===== src/sv/gebs_pkg.sv =====
`timescale 1ns / 1ps
`default_nettype none
// ----------------------------------------------------------------------------
// gebs_pkg: shared types and constants of the grid elevation sampler
// Field widths, status and register codes, the item descriptor that travels
// from the front end to the back end, and the back-end state encoding.
// ----------------------------------------------------------------------------
package gebs_pkg;

    localparam int MAX_ROWS_DEF      = 256;
    localparam int MAX_COLS_DEF      = 256;
    localparam int FRACTION_BITS_DEF = 16;

    localparam int COORD_W   = 33;
    localparam int ELEV_W    = 32;
    localparam int STATUS_W  = 3;
    localparam int SIZE_W    = 9;
    localparam int CELL_W    = 8;
    localparam int NUM_W     = COORD_W + SIZE_W;
    localparam int CFG_IDX_W = 3;
    localparam int WORD_W    = ELEV_W + 1;
    localparam int RESULT_W  = ELEV_W + STATUS_W;

    localparam logic [STATUS_W-1:0] ST_OK          = 3'd0;
    localparam logic [STATUS_W-1:0] ST_OUT_OF_BOX  = 3'd1;
    localparam logic [STATUS_W-1:0] ST_UNWRITTEN   = 3'd2;
    localparam logic [STATUS_W-1:0] ST_UNSUPPORTED = 3'd3;
    localparam logic [STATUS_W-1:0] ST_BAD_INDEX   = 3'd4;

    localparam logic       OP_WRITE      = 1'b0;
    localparam logic       OP_QUERY      = 1'b1;
    localparam logic [1:0] MODE_NEAREST  = 2'd0;
    localparam logic [1:0] MODE_BILINEAR = 2'd1;

    localparam logic [CFG_IDX_W-1:0] REG_LAT_START = 3'd0;
    localparam logic [CFG_IDX_W-1:0] REG_LON_START = 3'd1;
    localparam logic [CFG_IDX_W-1:0] REG_LAT_END   = 3'd2;
    localparam logic [CFG_IDX_W-1:0] REG_LON_END   = 3'd3;
    localparam logic [CFG_IDX_W-1:0] REG_ROWS_USED = 3'd4;
    localparam logic [CFG_IDX_W-1:0] REG_COLS_USED = 3'd5;

    typedef enum logic [1:0] {
        KIND_WRITE,
        KIND_RESULT,
        KIND_NEAREST,
        KIND_BILINEAR
    } kind_t;

    typedef struct packed {
        kind_t                      kind;
        logic [STATUS_W-1:0]        status;
        logic [CELL_W-1:0]          row;
        logic [CELL_W-1:0]          col;
        logic signed [ELEV_W-1:0]   value;
        logic [COORD_W-1:0]         d_lat;
        logic [COORD_W-1:0]         d_lon;
        logic [COORD_W-1:0]         span_lat;
        logic [COORD_W-1:0]         span_lon;
        logic [SIZE_W-1:0]          nm1_lat;
        logic [SIZE_W-1:0]          nm1_lon;
    } desc_t;

    typedef enum logic [3:0] {
        S_CLEAR,
        S_IDLE,
        S_MUL,
        S_DSTART,
        S_DIV,
        S_ADDR,
        S_READ,
        S_RWAIT,
        S_CHECK,
        S_BMUL0,
        S_BRND0,
        S_BMUL1,
        S_BRND1,
        S_PUSH
    } back_state_t;

endpackage
`default_nettype wire


===== src/sv/gebs_front.sv =====
`timescale 1ns / 1ps
`default_nettype none
// ----------------------------------------------------------------------------
// gebs_front: configuration registers and item classification
// Checks bounds, mode and cell index, and builds the descriptor for the back.
// ----------------------------------------------------------------------------
module gebs_front #(
    parameter int MAX_ROWS = gebs_pkg::MAX_ROWS_DEF,
    parameter int MAX_COLS = gebs_pkg::MAX_COLS_DEF
) (
    input  wire                                  clk,
    input  wire                                  rst_n,
    input  wire                                  cfg_write,
    input  wire [gebs_pkg::CFG_IDX_W-1:0]        cfg_index,
    input  wire [gebs_pkg::COORD_W-1:0]          cfg_data,
    input  wire                                  push,
    output logic                                 full,
    input  wire                                  operation,
    input  wire [1:0]                            mode,
    input  wire signed [gebs_pkg::COORD_W-1:0]   query_lat,
    input  wire signed [gebs_pkg::COORD_W-1:0]   query_lon,
    input  wire [gebs_pkg::CELL_W-1:0]           cell_col,
    input  wire [gebs_pkg::CELL_W-1:0]           cell_row,
    input  wire signed [gebs_pkg::ELEV_W-1:0]    write_value,
    input  wire                                  clearing,
    input  wire                                  desc_full,
    output logic                                 desc_push,
    output gebs_pkg::desc_t                      desc
);

    localparam int CW = gebs_pkg::COORD_W;
    localparam int SW = gebs_pkg::SIZE_W;

    logic signed [CW-1:0] lat_start_reg;
    logic signed [CW-1:0] lon_start_reg;
    logic signed [CW-1:0] lat_end_reg;
    logic signed [CW-1:0] lon_end_reg;
    logic [SW-1:0]        rows_used_reg;
    logic [SW-1:0]        cols_used_reg;

    logic [SW-1:0]        rows_n;
    logic [SW-1:0]        cols_n;
    logic signed [CW:0]   ds_lat, de_lat, sp_lat;
    logic signed [CW:0]   ds_lon, de_lon, sp_lon;
    logic                 in_lat, in_lon;
    logic                 bad_index;

    always_ff @(posedge clk or negedge rst_n)
    begin
        if (!rst_n)
        begin
            lat_start_reg <= '0;
            lon_start_reg <= '0;
            lat_end_reg   <= '0;
            lon_end_reg   <= '0;
            rows_used_reg <= SW'(256);
            cols_used_reg <= SW'(256);
        end
        else if (cfg_write)
        begin
            case (cfg_index)
                gebs_pkg::REG_LAT_START: lat_start_reg <= cfg_data;
                gebs_pkg::REG_LON_START: lon_start_reg <= cfg_data;
                gebs_pkg::REG_LAT_END:   lat_end_reg   <= cfg_data;
                gebs_pkg::REG_LON_END:   lon_end_reg   <= cfg_data;
                gebs_pkg::REG_ROWS_USED: rows_used_reg <= cfg_data[SW-1:0];
                gebs_pkg::REG_COLS_USED: cols_used_reg <= cfg_data[SW-1:0];
                default: ;
            endcase
        end
    end

    // saturate the grid size to [2, MAX]
    always_comb
    begin
        if (rows_used_reg < SW'(2))
            rows_n = SW'(2);
        else if (int'(rows_used_reg) > MAX_ROWS)
            rows_n = SW'(MAX_ROWS);
        else
            rows_n = rows_used_reg;

        if (cols_used_reg < SW'(2))
            cols_n = SW'(2);
        else if (int'(cols_used_reg) > MAX_COLS)
            cols_n = SW'(MAX_COLS);
        else
            cols_n = cols_used_reg;
    end

    assign ds_lat = (CW+1)'(query_lat) - (CW+1)'(lat_start_reg);
    assign de_lat = (CW+1)'(query_lat) - (CW+1)'(lat_end_reg);
    assign sp_lat = (CW+1)'(lat_end_reg) - (CW+1)'(lat_start_reg);
    assign ds_lon = (CW+1)'(query_lon) - (CW+1)'(lon_start_reg);
    assign de_lon = (CW+1)'(query_lon) - (CW+1)'(lon_end_reg);
    assign sp_lon = (CW+1)'(lon_end_reg) - (CW+1)'(lon_start_reg);

    // inside when the distances to both ends have opposite signs (or touch)
    assign in_lat = (!ds_lat[CW] && (de_lat[CW] || de_lat == '0)) ||
                    (!de_lat[CW] && (ds_lat[CW] || ds_lat == '0));
    assign in_lon = (!ds_lon[CW] && (de_lon[CW] || de_lon == '0)) ||
                    (!de_lon[CW] && (ds_lon[CW] || ds_lon == '0));

    assign bad_index = ({1'b0, cell_col} >= cols_n) || ({1'b0, cell_row} >= rows_n);

    assign full      = desc_full || clearing;
    assign desc_push = push && !full;

    always_comb
    begin
        desc.kind     = gebs_pkg::KIND_RESULT;
        desc.status   = gebs_pkg::ST_OK;
        desc.row      = cell_row;
        desc.col      = cell_col;
        desc.value    = write_value;
        desc.d_lat    = ds_lat[CW] ? CW'(-ds_lat) : ds_lat[CW-1:0];
        desc.d_lon    = ds_lon[CW] ? CW'(-ds_lon) : ds_lon[CW-1:0];
        desc.span_lat = sp_lat[CW] ? CW'(-sp_lat) : sp_lat[CW-1:0];
        desc.span_lon = sp_lon[CW] ? CW'(-sp_lon) : sp_lon[CW-1:0];
        desc.nm1_lat  = rows_n - SW'(1);
        desc.nm1_lon  = cols_n - SW'(1);
        if (operation == gebs_pkg::OP_WRITE)
        begin
            if (bad_index)
                desc.status = gebs_pkg::ST_BAD_INDEX;
            else
                desc.kind = gebs_pkg::KIND_WRITE;
        end
        else if (!in_lat || !in_lon)
        begin
            desc.status = gebs_pkg::ST_OUT_OF_BOX;
        end
        else
        begin
            unique case (mode)
                gebs_pkg::MODE_NEAREST:  desc.kind   = gebs_pkg::KIND_NEAREST;
                gebs_pkg::MODE_BILINEAR: desc.kind   = gebs_pkg::KIND_BILINEAR;
                default:                 desc.status = gebs_pkg::ST_UNSUPPORTED;
            endcase
        end
    end

endmodule
`default_nettype wire


===== config.mk =====
export PLATFORM = sky130hd
export DESIGN_NAME = gebs_front
export DESIGN_NICKNAME = d
export VERILOG_FILES = /design/src/sv/gebs_pkg.sv /design/src/sv/gebs_front.sv
export SDC_FILE = /design/constraint.sdc
export NUM_CORES = 1
export LEC_CHECK = 0
export ABC_AREA = 1
export BUFFER_PORTS_ARGS = -buffer_cell sky130_fd_sc_hd__buf_2
export CAP_MARGIN = 20
export CORE_ASPECT_RATIO = 0.7
export CORE_MARGIN = 4
export CORE_UTILIZATION = 45
export CTS_CLUSTER_SIZE = 24
export DETAILED_ROUTE_END_ITERATION = 6
export MAX_ROUTING_LAYER = met4
export PLACE_DENSITY_LB_ADDON = 0.3
export SYNTH_ARGS = -nofsm -noshare
export SYNTH_HDL_FRONTEND = slang
export SYNTH_SLANG_ARGS = --single-unit

===== constraint.sdc =====
create_clock -name clk -period 4.1 [get_ports clk]
set_input_delay 0.615 -clock clk [delete_from_list [all_inputs] [get_ports clk]]
set_output_delay 0.615 -clock clk [all_outputs]
set_load 0.02 [all_outputs]

Word-level counts from Yosys, hierarchy flattened
Cells that the tools add are included.

Register bits: 150. Bits of input ports: 159. Output and inout bits: 205. Logic and storage cells: 79.

Add/sub/neg operators: 12. Magnitude comparators: 6. Equal/unequal tests: 6. Muxes and demuxes: 15. Reductions and logical operators: 34.

Operators with widths (number): $sub A33 B33 Y34 (6); $logic_not A34 Y1 (4); $mux W33 (4); $neg A33 Y33 (4); $mux W9 (4); $ge A8 B9 Y1 (2); $gt A9 B9 Y1 const B (2); $lt A9 B2 Y1 const B (2); $sub A9 B1 Y9 const B (2); $reduce_and A2 Y1 (6); $logic_or A1 B1 Y1 (9); $logic_not A1 Y1 (7); $eq A3 B2 Y1 const B (2); $eq A3 B3 Y1 const B (2); $mux W2 (3); $logic_and A1 B1 Y1 (5); $mux W5 (1); $pmux W2 S2 (1); $eq A3 B1 Y1 const B (1); $logic_not A3 Y1 (1); $mux W3 (1); $eq A2 B1 Y1 const B (1); $logic_not A2 Y1 (1); $reduce_or A2 Y1 (1); $mux W1 (1).

Depth between registers and ports, before layout
Depth after elaboration: 9. Mapped depth: 24.

Worst setup path before layout
Ideal clock, no wire load.

Path kind: in2out. Start: input port query_lon[0] in the netlist's numbering. End: output port desc[107] in the netlist's numbering. Data arrival time: 3039 ps. Data required time: 3485 ps. Slack: 446 ps. Stages: 18. Path buffers: 0. Cell sequence: inv_1 > ha_1 > fa_1 > inv_1 > nand3_1 > nand2_4 > xnor2_2 > nand3_1 > nor2_1 > nand2_1 > nor2_2 > nand4_2 > nor2_4 > nand3_4 > nor2_4 > nand2_1 > nand2_1 > xor2_1.

RTL lines: start, declared (RTL line gebs_front.sv:21) `input wire signed [gebs_pkg::COORD_W-1:0] query_lon,`; end, declared (RTL line gebs_front.sv:28) `output gebs_pkg::desc_t desc`.

==> impl_metrics.ini <==
[timing]
rsz0062_at_grt = true
worst_slew_pin_slew_ns = 0.902
min_period_ns = 4.21
hold_viol = 0
max_clock_freq_ghz = 0.238
setup_tns_ns = -0.581
setup_viol = 11
slew_violations = 0
setup_ws_ns = -0.107
max-slew-margin-rel_pct = 39.6
skew_ns = 0
period_share_pct = 103

[place]
placed_cell_area_mm2 = 0.0299
io_buffers = 299
dp_hpwl_mm = 96.4
dp_slack_ns = -0.232
place.gp.congestion = 1.08

[synthesis]
syn_nets = 5067
synth_edf_count = 0
synth_compound_area_share_pct = 10.3
synth_top_area_share_pct = 23.4
ys_types = 56
synth_top_cell_by_area = nand2_1
syn_area_mm2 = 0.0259
seq_area_frac_synth_pct = 14.5
async_flop_share_pct = 100
netlist_instances = 4682
synth-xor-area-share_pct = 6.61
synth_adder_area_share_pct = 11.1
ys.warnings.count = 0
syn_avg_cell_area_um2 = 5.53
synth_ff_type = dfrtp_1
synthTopCellsByArea = nand2_1 23%, dfrtp_1 14%, inv_1 13%
synthMuxAreaShare_pct = 0
ys_ff_latch = 150
synth_top_family_by_area = simple AND/OR/NAND/NOR gates
yosys.area_share.simple_pct = 41.8

[power_and_ir_drop]
power_mw = 23.4
leakage_nw = 18.9
peakVddDrop_mv = 0.924
power_density_mw_per_mm2 = 673

[clock_network]
cts-root-buf = clkbuf_16
cts_tree = yes
clkLatencyLatePin_ns = 0.44
hold_buffers = 0
clock-sinks = 150
clockBufferDepth = 2
cts_made_buffers = 17
h-tree-depth = 4
clkTransAtPathRegs_ns = 0.07

[routing]
drt_iter0_drc = 3623
dr.pass1.iters = 6
drt-vias-per-instance = 5.27
routed_wl_mm = 114
drc = 0
wl_per_cell_um = 19.0
antenna_left = 0
vias = 31800

[die]
ios = 364
core_area_mm2 = 0.0569
die_y_um = 209
initial_utilization_pct = 45.5
row_count = 73
die-area_mm2 = 0.0616
die_x_um = 295

[global_routing]
grt_max_degree = 90
grt_use_total_pct = 35.9
grt_pass1_vias = 27300
grt_pass1_wl_mm = 165
met2_usage_pct = 43.5
grt_use_met3_pct = 12.5
antenna_found_initial = 4
top_usage_layer = met1
grt.met1_usage_pct = 56.5
overflow = 0

[job]
drv_cap = 0

[worst_setup_path]
end_kind = output pin
cp_slowest_cell = xor2_1
path_cells = inv_1, ha_2, inv_2, fa_2, nand3_2, nand3_4, xor2_1, inv_1, nand3_2, nor2_2, nand2_2, nor2_1, nand2_1, inv_2, nand4_1, nor2_2, nand2_1, nand2_2, xor2_2, buf_6
max_stage_delay_ns = 0.58
path_class = flip-flop to output pin
crit_arrival_ns = 3.59
critPathMaxFanout = 3
reg2regPathDepth = 4
cp.required_ns = 3.48
startpoint_type = flip-flop

[status]
violations = negative setup slack
outcome = finished with violations

[finish]
final_common_cell = nand2_1
regArea_mm2 = 0.00377
nets = 5644
final_cell_mix = 1455 x nand2_1, 855 x inv_1, 360 x buf_4
fillCellCount = 5634
area_delta_synth_final_pct = 33.9
design_area_mm2 = 0.0347
multi_input_area_mm2 = 0.0213
drive_above_1_share_pct = 27.3

[min_path]
hold_class = input pin to async pin
area by class of cell:
type                       instances  share of cell area, %
tap                              750                   2.70
multi-input combinational       3500                   61.2
clock inverter                    15                  0.584
timing repair buffer             648                   13.1
sequential                       150                   10.9
clock buffer                      17                   1.23
inverter                         942                   10.3
antenna                            6                 0.0433
cells by family after synthesis:
kind of cell	after synthesis
XOR/XNOR	183
adder cells (fa/ha/maj)	226
flip-flops	150
AND/OR/NAND/NOR	2599
buffers and inverters	1034
AO/OA/AOI/OAI	490
per-layer routing:
metal  part of all wire, %  vias up
li1                      -    15600
met1                    49    14500
met2                    36     1594
met3                    14       86
met4                   1.3        0
met5                     0        -
cell usage after synthesis, types with 5 or more instances:
cell type  number
inv_1         931
a21oi_1       183
nand2_2        27
nor2_1        481
nor2_4          9
nor3_1         45
a21oi_2         7
dfrtp_1       148
nand2_1      1618
o21bai_1       28
o21ai_1        12
and2_1         10
a21o_1          7
xor2_1        123
o21ai_0       222
nand4_1        69
nand3b_1       24
nor4_1         12
nand3_1       258
o211ai_1        5
clkbuf_1       29
xnor2_1        47
xnor2_2         8
buf_2           9
nand3_2         9
inv_2          10
a31oi_1         7
fa_1            6
nor2_2         11
buf_4          51
ha_1          220
through the flow:
step	hold slack [ns]	util, %	cells
finish	0.226	61.0	6028
global route	0.273	61.0	6026
CTS	0.252	55.9	5967
detailed placement	0.473	52.6	5902
global placement	0.467	52.6	5902
floorplan	0.319	-	4682
power breakdown:
| part | total [mW] | switching (mW) | internal (mW) |
|---|---|---|---|
| combinational | 19.6 | 12.5 | 7.10 |
| clock | 1.68 | 0.739 | 0.937 |
| sequential | 2.07 | 0.305 | 1.76 |
| total | 23.4 | 13.6 | 9.80 |
what timing repair did:
action | in CTS | in global routing
cloned | 2 | 0
buffers inserted | 31 | 55
resized for setup | 244 | 653
endpoints found under the setup margin | 81 | 121
pin swaps | 61 | 156
path summary, 6_finish.rpt:
check,start,endpoint,slack [ns]
max in group asynchronous,rst_n,rows_used_reg[8],2.96
setup reg to reg,lon_end_reg[0],lon_end_reg[0],3.15
setup / recovery,lat_end_reg[0],desc[70],-0.11
min in group clk,cfg_data[31],lon_end_reg[31],0.48
hold reg to reg,lat_start_reg[25],lat_start_reg[25],0.49
hold / removal,rst_n,lat_start_reg[31],0.23
critical path, delay by kind of cell (launching register included):
family	cells	cell delay (ns)
and+or+nand+nor	11	0.92
xor gates and xnor gates	2	0.79
adders and majority gates	2	0.54
buffers and inverters	5	0.50
DFF	1	0.39
Note: power is estimated with default switching activity, not from simulation.
