`src/sv/gebs_fifo.sv`:
```
`timescale 1ns / 1ps
`default_nettype none
// ----------------------------------------------------------------------------
// gebs_fifo: two-entry queue
// Decouples producer and consumer; full and empty come straight from a count.
// ----------------------------------------------------------------------------
module gebs_fifo #(
    parameter int WIDTH = 8
) (
    input  wire              clk,
    input  wire              rst_n,
    input  wire              push,
    input  wire [WIDTH-1:0]  wdata,
    output logic             full,
    input  wire              pop,
    output logic [WIDTH-1:0] rdata,
    output logic             empty
);

    logic [WIDTH-1:0] slot_reg [2];
    logic             wr_ptr_reg;
    logic             rd_ptr_reg;
    logic [1:0]       count_reg;
    logic             do_push;
    logic             do_pop;

    assign full    = (count_reg == 2'd2);
    assign empty   = (count_reg == 2'd0);
    assign do_push = push && !full;
    assign do_pop  = pop && !empty;
    assign rdata   = slot_reg[rd_ptr_reg];

    always_ff @(posedge clk or negedge rst_n)
    begin
        if (!rst_n)
        begin
            wr_ptr_reg <= 1'b0;
            rd_ptr_reg <= 1'b0;
            count_reg  <= 2'd0;
        end
        else
        begin
            if (do_push)
            begin
                wr_ptr_reg <= !wr_ptr_reg;
            end
            if (do_pop)
            begin
                rd_ptr_reg <= !rd_ptr_reg;
            end
            if (do_push && !do_pop)
            begin
                count_reg <= count_reg + 2'd1;
            end
            else if (do_pop && !do_push)
            begin
                count_reg <= count_reg - 2'd1;
            end
        end
    end

    always_ff @(posedge clk)
    begin
        if (do_push)
        begin
            slot_reg[wr_ptr_reg] <= wdata;
        end
    end

endmodule
`default_nettype wire

```
`config.mk`:
```
export PLATFORM = sky130hd
export DESIGN_NAME = gebs_fifo
export DESIGN_NICKNAME = d
export VERILOG_FILES = /design/src/sv/gebs_fifo.sv
export SDC_FILE = /design/constraint.sdc
export NUM_CORES = 1
export LEC_CHECK = 0
export ABC_AREA = 1
export BUFFER_PORTS_ARGS = -buffer_cell sky130_fd_sc_hd__clkbuf_2
export CAP_MARGIN = 25
export CORE_MARGIN = 2
export CORE_UTILIZATION = 49
export DETAILED_ROUTE_END_ITERATION = 6
export PLACE_DENSITY = 0.86
export SETUP_SLACK_MARGIN = 0.4
export SLEW_MARGIN = 0
export SYNTH_ARGS = -nofsm -noshare
export SYNTH_HDL_FRONTEND = slang
export SYNTH_SLANG_ARGS = --single-unit
```
`constraint.sdc`:
```
create_clock -name clk -period 1.7 [get_ports clk]
set_clock_uncertainty 0.05 [all_clocks]
set_input_delay 0.085 -clock clk [delete_from_list [all_inputs] [get_ports clk]]
set_output_delay 0.085 -clock clk [all_outputs]
set_load 0.05 [all_outputs]
```
# == After elaboration in Yosys (flattened, before gate mapping) ==
# Memory sizes are Yosys's and may differ from the RTL's.
# Cells that the tools add are included.
# op_classes
n_addsub,2
eq_ne,1
mux,4
reduce_logical,12
# op_table
op,n
$logic_not 1->1,6
$logic_and 1x1->1,4
$mux 2,2
$add 2x1->2 const B,1
$eq 2x2->1 const B,1
$logic_not 2->1,1
$mux 1,2
$reduce_bool 2->1,1
$sub 2x1->2 const B,1
# word_totals
register_bits,4
mem_bits_rw,16
input_bits,12
output_inout_bits,10
elab_cells,23
memories,1
# mem_list
memory,depth,word_bits,rd,rd_ports_with_merged_regs,write_ports,line,source
slot_reg,2,8,1,0,1,20,logic [WIDTH-1:0] slot_reg [2];

# == Longest topological paths before layout ==
# Gate-level depths: netlist of the first run.
# depth
ltp_word,7
depth_mapped,9
depth_no_buf,9

# == Least setup slack after synthesis of the first run ==
# Ideal clock, no wire load.
# synth_path
path_type,register to register
startpoint,reg count_reg[0]
endpoint,reg count_reg[1]
setup_ns,0.117
t_arrival_ns,1.541
required_ns,1.533
path_slack_ns,-0.008
stages_incl_launch_ff,8
n_path_buf,0
period_less_slack_ns,1.708
cell_sequence,dfrtp_1 > nor2_2 > nor2_2 > ha_1 > inv_1 > nand3_1 > nand2_1 > nand2_1
# synth_via
elab_chain_cells,6
elab_cells_between_ends,15
classes_between,add/sub (2); eq/ne (1); mux (2); reduce/logical (10)
# synth_rtl
item,line,source
start: declaration,23,logic [1:0] count_reg;
start signal: assignment,53,count_reg <= count_reg + 2'd1;
start signal: assignment,57,count_reg <= count_reg - 2'd1;
$eq 2x2->1 *,27,assign full = (count_reg == 2'd2);
named net full,14,"output logic full,"
$logic_not 1->1 *,29,assign do_push = push && !full;
$logic_and 1x1->1 *,29,
named net do_push,24,logic do_push;
$logic_not 1->1,55,else if (do_pop && !do_push)
$logic_and 1x1->1,55,
$reduce_bool 2->1 (no source line),-,
# The timed path passes the listed nets; every way through them passes the cells marked *. The select of a mux whose other input is x is not followed.
# A chain may end at the register's enable or synchronous reset.

# == Worst setup path after layout of the first run ==
# layout_path
startpoint,reg count_reg[1]
endpoint,reg count_reg[1]
# layout_via
elab_chain_cells,6
elab_cells_between_ends,15
classes_between,add/sub (2); eq/ne (1); mux (2); reduce/logical (10)
# layout_rtl
item,line
$eq 2x2->1 *,27
$logic_not 1->1 *,29
$logic_and 1x1->1 *,29
named net do_push,24
$logic_not 1->1,55
$logic_and 1x1->1,55
$reduce_bool 2->1 (no source line),-
# Marked as above.

==> results of run 1 <==
## power breakdown
part           switching (µW)  internal, µW
logic                     909           634
clock network             146          85.4
registers                 118           688
total                    1170          1410
## final timing paths
check,start,slack [ns],end
worst max-delay path,count_reg[1],0.33,count_reg[1]
worst min-delay path,rst_n,0.06,count_reg[1]
worst max register to register,count_reg[1],0.33,count_reg[1]
worst min register to register,wr_ptr_reg,0.46,wr_ptr_reg
max in group asynchronous,rst_n,1.40,rd_ptr_reg
min in group clk,push,0.06,wr_ptr_reg
## cell usage after synthesis, drive strengths merged
cell type	number
o21ai	2
buf	1
ha	1
inv	8
nor2	4
edfxtp	16
nand4	1
nand3	1
nand2	33
xnor2	1
nand3b	1
dfrtp	4
## final cells by class
| class | instances | area, µm² | area share |
|---|---|---|---|
| flip-flops and latches | 20 | 584.3 | 0.4495 |
| inverters | 8 | 40.04 | 0.03080 |
| repair buffers | 41 | 379.1 | 0.2916 |
| well taps | 16 | 20.02 | 0.01540 |
| multi-input cells | 44 | 250.2 | 0.1925 |
| clock inverters | 1 | 3.754 | 0.002887 |
| clock buffers | 3 | 22.52 | 0.01732 |
## worst max-delay path, delay by kind of cell (launching register included)
kind / cells / cell delay, ns
buffers and inverters: 2 / 0.16
and+or+nand+nor: 6 / 0.43
adders and majority gates: 1 / 0.15
DFF: 1 / 0.47
## repair_timing
action | in CTS | in global routing
gates cloned | 0 | 0
buffers inserted | 10 | 0
endpoints found under the hold margin | 21 | 0
resized for setup | 32 | 13
setup endpoints to repair | 23 | 28
hold buffers | 10 | 0
pin swaps | 5 | 3
## cell families (layout without fill, tap and decap cells)
logic type      after synthesis  count (layout)  share of synthesized area
simple gates                 40              40                     0.2009
flops                        20              20                     0.7172
buf+inv                       9              53                    0.04327
compound gates                2               2                    0.01237
fa+ha+maj                     1               1                    0.01545
xor+xnor                      1               1                    0.01082
## per-stage QoR
step,cells,setup slack (ns),cell area [µm²],utilization,power [µW]
after floorplan,73,0.1918,820.8,-,1559
after global placement,109,0.2975,940.9,0.6174,1738
after detailed placement,109,0.2099,940.9,0.6174,1781
after CTS,133,0.3422,1267,0.8317,2453
after global routing,133,0.2776,1300,0.8530,2689
final,133,0.3331,1300,0.8530,2581
## per-layer routing
layer  global-route usage  share of wire  vias to the layer above
met5                    0              0                        -
met4              0.07273              0                        0
met3              0.02857          0.044                        0
met2               0.4058           0.58                       27
met1               0.2331           0.38                      310
li1                     -              -                      324
==> impl_results.md, run 1 <==
* Global-route wire length before repair at 2911 µm
* Clock Latency Late Sink at 0.30 ns
* Top post-synthesis cells by area: edfxtp_1 (59%), nand2_1 (15%), dfrtp_1 (12%)
* Die area at 1993 µm²
* Post-synthesis sequential area ratio at 0.7172
* Clk buf depth at 2
* Most frequent cells in the layout: nand2_1 (28), edfxtp_1 (16), clkbuf_2 (11), dlygate4sd3_1 (10)
* Hold Vio Cnt, Final at 0
* Initial core utilization at 0.5312
* Post-Syn Nets at 86
* Required time worst endpoint at 1.85 ns
* Critical-path maximum fanout at 4
* Startpoint types: flop
* Status: complete, no violations
* Final slew viol count at 0
* Critical Path AT at 1.52 ns
* Fin crit period at 1.367 ns
* Rows at 14
* # DRC at 0
* RSZ-0062 raised after global routing: true
* Max reg flops at 16
* Top-area cell type share of the netlist area at 0.5935
* CTS root buf: clkbuf_4
* Routed length per instance at 14.77 µm
* Rel. slew slack at 0.8359
* Fillcell total at 84
* Setup TNS at 0 ns
* CP Capture Type: flop
* Routed Antenna Nets at 0
* CTS Buf Count at 3
* Ys Warns at 0
* Leak at 0.0005837 µW
* Hold Path Class: in2async
* CTS tree: yes
* Post-DP HPWL at 1073 µm
* Clock transition at path regs at 0.12 ns
* R2R depth at 9
* Synth-to-Final Area Change at 60.59%
* Min Hold Slack at 0.05666 ns
* Final setup violation count at 0
* Cells after Synth at 73
* #FFs+latches synth at 20
* Via count at 661
* Total congestion overflow at 0
* Initial antenna violation count at 0
* Vias/cell at 4.970
* Crit-path cells: inv_2 -> nor2_4 -> nor2_4 -> ha_4 -> inv_1 -> nand2_2 -> nand3_2 -> nand2_1 -> nand2_1
* Vias in the first global route at 673
* Post-synth cell types at 14
* Achievable Freq at 731.6 MHz
* Htree depth at 1
* Diode count at 0
* Worst Max-Slew Pin Slew at 0.2445 ns
* Largest net degree at the start of global routing at 12
* Fraction of layout cells with a size suffix above 1 at 0.4530
* Syn_area_per_cell at 11.09 µm²
* Cell area after synthesis at 809.5 µm²
* Final Cycle Share at 0.8041
* I/O Pins at 22
* GR Util All Layers at 0.2114
* Cell taking the most area after synthesis: edfxtp_1
* Gpl congestion at 0.8164
* Commonest non-fill, non-tap cell in the layout: nand2_1
* CP max stage delay at 0.47 ns
* Slowest CP cell: dfrtp_2
* Initial DRC Count at 23
* Port bufs at 21
* Worst-case vdd ir drop at 1244 µV
* Crit Path Category: reg2reg
* 1st-pass router iterations at 4
* Max cap viols at 0
* Routed Wire Length at 1964 µm
* Pwr dens at 1986 nW/µm²
* CTS sink cnt at 20
* Core area at 1524 µm²
* Die Wd at 44.65 µm
* Die Height at 44.65 µm
* Nets at 131
Note: power is estimated with default switching activity, not from simulation.
==> run 2: changes to the inputs <==
--- a/config.mk
+++ b/config.mk
@@ -9,9 +9,9 @@
 export BUFFER_PORTS_ARGS = -buffer_cell sky130_fd_sc_hd__clkbuf_2
 export CAP_MARGIN = 25
 export CORE_MARGIN = 2
-export CORE_UTILIZATION = 49
+export CORE_UTILIZATION = 44
 export DETAILED_ROUTE_END_ITERATION = 6
-export PLACE_DENSITY = 0.86
+export PLACE_DENSITY = 0.82
 export SETUP_SLACK_MARGIN = 0.4
 export SLEW_MARGIN = 0
 export SYNTH_ARGS = -nofsm -noshare
==> constraint.sdc (replaced) <==
create_clock -name clk -period 1.1 [get_ports clk]
set_clock_uncertainty 0.05 [all_clocks]
set_input_delay 0.055 -clock clk [delete_from_list [all_inputs] [get_ports clk]]
set_output_delay 0.055 -clock clk [all_outputs]
set_load 0.05 [all_outputs]
==> run 2 against run 1 <==
Against the previous run:
- synthesized area did not move
- the flow now stops in global routing (5_1_grt)
- synthesized cell count did not move
==> impl_results.md, run 2 <==
* Stopped at: global routing (5_1_grt)
* #FFs+latches synth at 20 (unchanged)
* Post-DP HPWL at 1201 µm (+12%)
* Cells after Synth at 73 (unchanged)
* Share of async-settable or async-resettable flops after synthesis at 0.2000 (unchanged)
* Syn_area_per_cell at 11.09 µm² (unchanged)
* Htree depth at 1 (unchanged)
* Post-synth cell types at 14 (unchanged)
* Dominant synthesized flop cell: edfxtp_1
* Count leader, synth: nand2_1
* Most frequent cells after synthesis: nand2_1 (33), edfxtp_1 (16), inv_1 (7)
* Top-area cell type share of the netlist area at 0.5935 (unchanged)
* I/O Pins at 22 (unchanged)
* EDFF count, synth at 16 (unchanged)
* Cell area after synthesis at 809.5 µm² (unchanged)
* Rows at 15 (+1)
* Die Height at 46.90 µm (+5.0%)
* Ys Warns at 0 (unchanged)
* Top post-synthesis cells by area: edfxtp_1 (59%), nand2_1 (15%), dfrtp_1 (12%)
* Err: [ERROR DPL-0038] Utilization greater than 100%, impossible to legalize
* Worst setup endpoint GRT: empty
* Largest net degree at the start of global routing at 12
* Initial core utilization at 0.4688 (-0.06236)
* WEP type: primary output
* CTS root buf: clkbuf_4
* CTS sink cnt at 20 (unchanged)
* Die Wd at 46.90 µm (+5.0%)
* Clk buf depth at 2 (unchanged)
* Port bufs at 21 (unchanged)
* CTS Buf Count at 3 (unchanged)
* Status: aborted with a tool error
* Placed cell count at 125 (+15%)
* Post-synthesis sequential area ratio at 0.7172 (unchanged)
* Post-Syn Nets at 86 (unchanged)
* Gpl congestion at 0.7886 (-3.4%)
* Cell taking the most area after synthesis: edfxtp_1
* Setup slack at placement at -0.3038 ns (-0.5137 ns)
==> run 2: cell counts after synthesis <==
No cell type changed its count.
==> run 2: what timing repair did <==
| action | 4_1_cts |
|---|---|
| gates resized for setup | 54 |
| hold endpoints to repair | 21 |
| buffers inserted | 4 |
| endpoints found under the setup margin | 30 |
| pin swaps | 6 |
| hold buffers | 10 |
==> run 2: cell families after synthesis <==
group | Yosys count | synth area share
AO/OA/AOI/OAI | 2 | 0.01237
adder cells (fa/ha/maj) | 1 | 0.01545
AND/OR/NAND/NOR | 40 | 0.2009
XOR/XNOR | 1 | 0.01082
buffers and inverters | 9 | 0.04327
flip-flops | 20 | 0.7172
==> run 2: per-stage QoR <==
stage	setup TNS (ns)	cell area, µm²
2_1_floorplan	-3.582	1046
4_1_cts	-5.063	1657
3_3_place_gp	-4.508	1224
3_5_place_dp	-5.287	1224
==> run 3: changes to the inputs <==
--- a/config.mk
+++ b/config.mk
@@ -8,11 +8,10 @@
 export ABC_AREA = 1
 export BUFFER_PORTS_ARGS = -buffer_cell sky130_fd_sc_hd__clkbuf_2
 export CAP_MARGIN = 25
-export CORE_MARGIN = 2
-export CORE_UTILIZATION = 44
+export CORE_AREA = 2 2 63 65
 export DETAILED_ROUTE_END_ITERATION = 6
-export PLACE_DENSITY = 0.82
-export SETUP_SLACK_MARGIN = 0.4
+export DIE_AREA = 0 0 65 67
+export PLACE_DENSITY_LB_ADDON = 0.15
 export SLEW_MARGIN = 0
 export SYNTH_ARGS = -nofsm -noshare
 export SYNTH_HDL_FRONTEND = slang
==> constraint.sdc (replaced) <==
create_clock -name clk -period 1.43 [get_ports clk]
set_clock_uncertainty 0.05 [all_clocks]
set_input_delay 0.0715 -clock clk [delete_from_list [all_inputs] [get_ports clk]]
set_output_delay 0.0715 -clock clk [all_outputs]
set_load 0.05 [all_outputs]
==> run 3 against run 2 <==
Against the previous run:
- the flow now finishes without violations
==> impl_results.md, run 3 (same netlist as run 1, synthesis figures left out) <==
* Critical-path maximum fanout at 4
* Htree depth at 1 (unchanged)
* Status: complete, no violations
* Initial DRC Count at 9
* R2R depth at 8
* Global-route wire length before repair at 2518 µm
* Achievable Freq at 739.1 MHz
* Vias/cell at 3.781
* Fin area at 1166 µm²
* Required time worst endpoint at 1.52 ns
* RSZ-0062 raised after global routing: true
* Post-DP HPWL at 1191 µm (-0.78%)
* Via count at 605
* Pwr dens at 2229 nW/µm²
* Die area at 4355 µm²
* Routed Wire Length at 1583 µm
* CTS root buf: clkbuf_8
* Rel. slew slack at 0.8152
* Rows at 22 (+7)
* Max cap viols at 0
* CP Capture Type: flop
* Cell Area, Placed at 1020 µm² (-17%)
* Hold Vio Cnt, Final at 0
* Leak at 0.0005379 µW
* I/O Pins at 22 (unchanged)
* Clock transition at path regs at 0.07 ns
* Post-CTS setup buffer count at 0 (-4)
* CTS sink cnt at 20 (unchanged)
* Gpl congestion at 0.7153 (-9.3%)
* Cells on Worst Hold Path at 3
* Initial antenna violation count at 0
* Synth-to-Final Area Change at 44.05%
* Final Cycle Share at 0.9462
* Final setup violation count at 0
* Worst Max-Slew Pin Slew at 0.2742 ns
* Die Wd at 65 µm (+39%)
* Routed Antenna Nets at 0
* CTS tree: yes
* Initial core utilization at 0.2245 (-0.2443)
* Crit Path Category: reg2reg
* Startpoint types: flop
* Diode count at 0
* # DRC at 0
* Routed length per instance at 9.894 µm
* Most frequent cells in the layout: nand2_1 (33), clkbuf_2 (16), edfxtp_1 (16), dlygate4sd3_1 (9)
* CTS Buf Count at 3 (unchanged)
* 1st-pass router iterations at 4
* Clock Latency Late Sink at 0.25 ns
* Core area at 3606 µm²
* Fraction of layout cells with a size suffix above 1 at 0.3125
* Max reg flops at 16
* Critical Path AT at 1.45 ns
* Fin crit period at 1.353 ns
* Die Height at 67 µm (+43%)
* Hold Path Class: in2reg
* Fillcell total at 378
* Worst-case vdd ir drop at 408.7 µV
* Total congestion overflow at 0
* Nets at 126
* Min Hold Slack at 0.01833 ns
* Largest net degree at the start of global routing at 12
* Port bufs at 21 (unchanged)
* GR Util All Layers at 0.08084
* Final slew viol count at 0
* Commonest non-fill, non-tap cell in the layout: nand2_1
* Vias in the first global route at 572
* Clk buf depth at 2 (unchanged)
[run 3: through the flow]
stage | cells | utilization | total power, µW | TNS [ns] | worst slack, ns
floorplan | 73 | - | 1831 | -0.1985 | -0.1037
global placement | 147 | 0.2828 | 2203 | 0 | 0.05505
detailed placement | 147 | 0.2828 | 2218 | 0 | 0.02008
CTS | 160 | 0.3203 | 2612 | 0 | 0.007140
global route | 160 | 0.3234 | 2776 | -0.01482 | -0.01482
finish | 160 | 0.3234 | 2600 | 0 | 0.07696
[run 3: area by class of cell]
| type | instances | area, µm² | area share |
|---|---|---|---|
| Tap cell | 48 | 60.06 | 0.05150 |
| Inverter | 8 | 32.53 | 0.02790 |
| Clock buffer | 4 | 45.04 | 0.03863 |
| Sequential cell | 20 | 581.8 | 0.4989 |
| Timing Repair Buffer | 36 | 247.7 | 0.2124 |
| Multi-Input combinational cell | 44 | 198.9 | 0.1706 |
[run 3: path summary, 6_finish.rpt]
kind	end	slack, ns	start
setup / recovery	count_reg[1]	0.08	count_reg[1]
max in group asynchronous	rd_ptr_reg	1.09	rst_n
hold / removal	rd_ptr_reg	0.02	pop
setup reg to reg	count_reg[1]	0.08	count_reg[1]
min in group asynchronous	count_reg[1]	0.11	rst_n
hold reg to reg	wr_ptr_reg	0.43	wr_ptr_reg
[run 3: worst max-delay path, cell delays in order, from the launching register on]
cell	delay (ns)
dfrtp_1	0.40
inv_2	0.08
nor2_4	0.12
nor2_2	0.05
ha_1	0.29
inv_1	0.08
nand3_1	0.07
nand2_1	0.06
nand2_1	0.05
[run 3: report_power, final]
group,internal (µW),leakage [µW],switching [µW]
registers,812,0.000196,90.3
logic,386,0.000320,945
clock network,198,0.0000228,168
total,1400,0.000538,1200
[run 3: what timing repair did]
| item | CTS | global route |
|---|---|---|
| hold buffers | 9 | 0 |
| gates resized for setup | 0 | 12 |
| endpoints found under the hold margin | 20 | 0 |
| setup endpoints to repair | 0 | 17 |
[run 3: layer usage]
metal  track usage  up-vias  part of all wire
li1              -      311                 -
met1       0.08063      273              0.39
met2        0.1495       17              0.55
met3       0.01689        4             0.036
met4       0.05585        0             0.021
met5             0        -                 0
==> run 4: changes to the inputs <==
--- a/config.mk
+++ b/config.mk
@@ -11,7 +11,6 @@
 export CORE_AREA = 2 2 63 65
 export DETAILED_ROUTE_END_ITERATION = 6
 export DIE_AREA = 0 0 65 67
-export PLACE_DENSITY_LB_ADDON = 0.15
 export SLEW_MARGIN = 0
 export SYNTH_ARGS = -nofsm -noshare
 export SYNTH_HDL_FRONTEND = slang
==> run 4 against run 3 <==
Against the previous run:
- sequential share of layout area down 0.95 points
- global-route usage is 0.81 points lower
- sequential cell count did not move
- first-iteration DRC count grew to 4.7 times the previous value
- core utilization is 0.56 points higher
- count of clock-buffer cells in the layout decreased by 1
- routed wire length fell by 2.5%
- die area is the same
- hold slack gained 0.0076 ns
- critical path type unchanged
- highest routed layer is now met3
==> impl_results.md, run 4 (same netlist as run 1, synthesis figures left out) <==
* Core area at 3606 µm² (unchanged)
* CTS Buf Count at 3 (unchanged)
* Max cap viols at 0 (unchanged)
* Setup slack at placement at -0.001912 ns (-0.02199 ns)
* RSZ-0062 raised after global routing: true
* Required time worst endpoint at 1.51 ns (about the same)
* Fin crit period at 1.344 ns (-0.008768 ns)
* Rel. slew slack at 0.8079 (-0.007375)
* Most frequent cells in the layout: nand2_1 (33), clkbuf_2 (20), edfxtp_1 (16), dlygate4sd3_1 (9), buf_4 (8)
* Die area at 4355 µm² (unchanged)
* Achievable Freq at 743.9 MHz (+0.65%)
* Worst Max-Slew Pin Slew at 0.2894 ns (+0.01519 ns)
* Critical Path AT at 1.43 ns (-0.02 ns)
* Layout Utilization at 0.3289 (+0.005551)
* CP max stage delay at 0.43 ns (+0.03 ns)
* Initial DRC Count at 42 (+33)
* Global-route wire length before repair at 2380 µm (-5.5%)
* Crit Path Category: reg2reg
* Leak at 0.0005509 µW (+2.4%)
* Worst-case vdd ir drop at 734.6 µV (+80%)
* Clk buf depth at 2 (unchanged)
* Post-DP HPWL at 1175 µm (-1.3%)
* Register-to-register setup slack at 0.09 ns (about the same)
* Setup TNS at 0 ns (unchanged)
* Clock transition at path regs at 0.06 ns (about the same)
* CP Capture Type: flop
* Vias in the first global route at 584 (+2.1%)
* Routed length per instance at 9.584 µm (-3.1%)
* 1st-pass router iterations at 4 (unchanged)
* # DRC at 0 (unchanged)
* Vias/cell at 3.783 (about the same)
* Fraction of layout cells with a size suffix above 1 at 0.3186 (+0.006084)
* Final slew viol count at 0 (unchanged)
* GR Util All Layers at 0.07275 (-0.008090)
* CTS sink cnt at 20 (unchanged)
* Die Wd at 65 µm (unchanged)
* Cell Area, Placed at 1025 µm² (+0.49%)
* Status: complete, no violations
* Clock Latency Late Sink at 0.24 ns (about the same)
* CTS root buf: clkbuf_8
* Total congestion overflow at 0 (unchanged)
* Fin area at 1186 µm² (+1.7%)
* Gpl congestion at 0.6587 (-7.9%)
* Die Height at 67 µm (unchanged)
* Commonest non-fill, non-tap cell in the layout: nand2_1
* Placed cell count at 146 (-0.68%)
* Final setup violation count at 0 (unchanged)
* Critical-path maximum fanout at 4 (unchanged)
* Max reg flops at 16 (unchanged)
* Hold Path Class: in2reg
* Startpoint types: flop
* Htree depth at 1 (unchanged)
* Pwr dens at 2222 nW/µm² (-0.31%)
* Final WS setup at 0.08572 ns (+0.008768 ns)
* Via count at 609 (+0.66%)
* CTS tree: yes
* Cell family with the largest share of critical-path delay: flip-flops
* Crit-path cells: nor2_4 -> nor2_4 -> ha_1 -> inv_1 -> nand3_1 -> nand2_1 -> nand2_1
* Routed Wire Length at 1543 µm (-2.5%)
* Port bufs at 21 (unchanged)
* Slowest CP cell: dfrtp_1
* Nets at 128 (+1.6%)
* Largest net degree at the start of global routing at 11 (-1)
* Finished Layout Cells at 161 (+0.63%)
* Sum of buffers and inverters on the critical path at 1 (-1)
* I/O Pins at 22 (unchanged)
* Initial antenna violation count at 0 (unchanged)
* Diode count at 0 (unchanged)
* Initial core utilization at 0.2245 (unchanged)
* Synth-to-Final Area Change at 46.52%
* Hold Vio Cnt, Final at 0 (unchanged)
* Final Cycle Share at 0.9401 (-0.006131)
* Routed Antenna Nets at 0 (unchanged)
* Rows at 22 (unchanged)
-- run 4: area by class of cell --
type                       count  area (µm²)
multi-input combinational     44       203.9
inverter                       8       30.03
tap                           48       60.06
clock buffer                   3       41.29
timing repair buffer          38       270.3
fill                         375        2420
sequential                    20       580.6
-- run 4: tightest hold or removal path, stage by stage --
cell and delay [ns]:
clkbuf_2 0.09, nand3b_1 0.07, nand2_1 0.05
-- run 4: what timing repair did --
action / 4_1_cts / 5_1_grt
hold endpoints to repair: 20 / 0
buffers inserted: 1 / 2
pin swaps: 0 / 2
hold buffers: 9 / 0
resized for setup: 0 / 6
endpoints found under the setup margin: 1 / 10
-- run 4: power by group --
part | switching (µW) | internal (µW) | total [µW]
sequential | 77.7 | 810 | 888
clock | 152 | 186 | 339
combinational | 977 | 433 | 1410
-- run 4: path summary, 6_finish.rpt --
path                                end  depth (start not counted)         start
setup / recovery           count_reg[1]                          7  count_reg[0]
hold / removal               rd_ptr_reg                          3           pop
setup reg to reg           count_reg[1]                          7  count_reg[0]
hold reg to reg              wr_ptr_reg                          2    wr_ptr_reg
max in group asynchronous  count_reg[1]                          2         rst_n
min in group asynchronous  count_reg[0]                          2         rst_n
-- run 4: per-layer routing --
metal / vias up / GRT usage / wire (µm)
li1: 314 / - / -
met1: 279 / 0.06864 / 656
met2: 16 / 0.1495 / 788
met3: 0 / 0.02365 / 98
met4: 0 / 0.01596 / 0
met5: - / 0 / 0
-- run 4: through the flow --
| step | hold WS (ns) | power, µW |
|---|---|---|
| after CTS | 0.01924 | 2606 |
| after detailed placement | -0.1630 | 2225 |
| final | 0.02589 | 2636 |
| after floorplan | -0.2741 | 1831 |
| after global placement | -0.1600 | 2182 |
| after global routing | 0.04633 | 2791 |
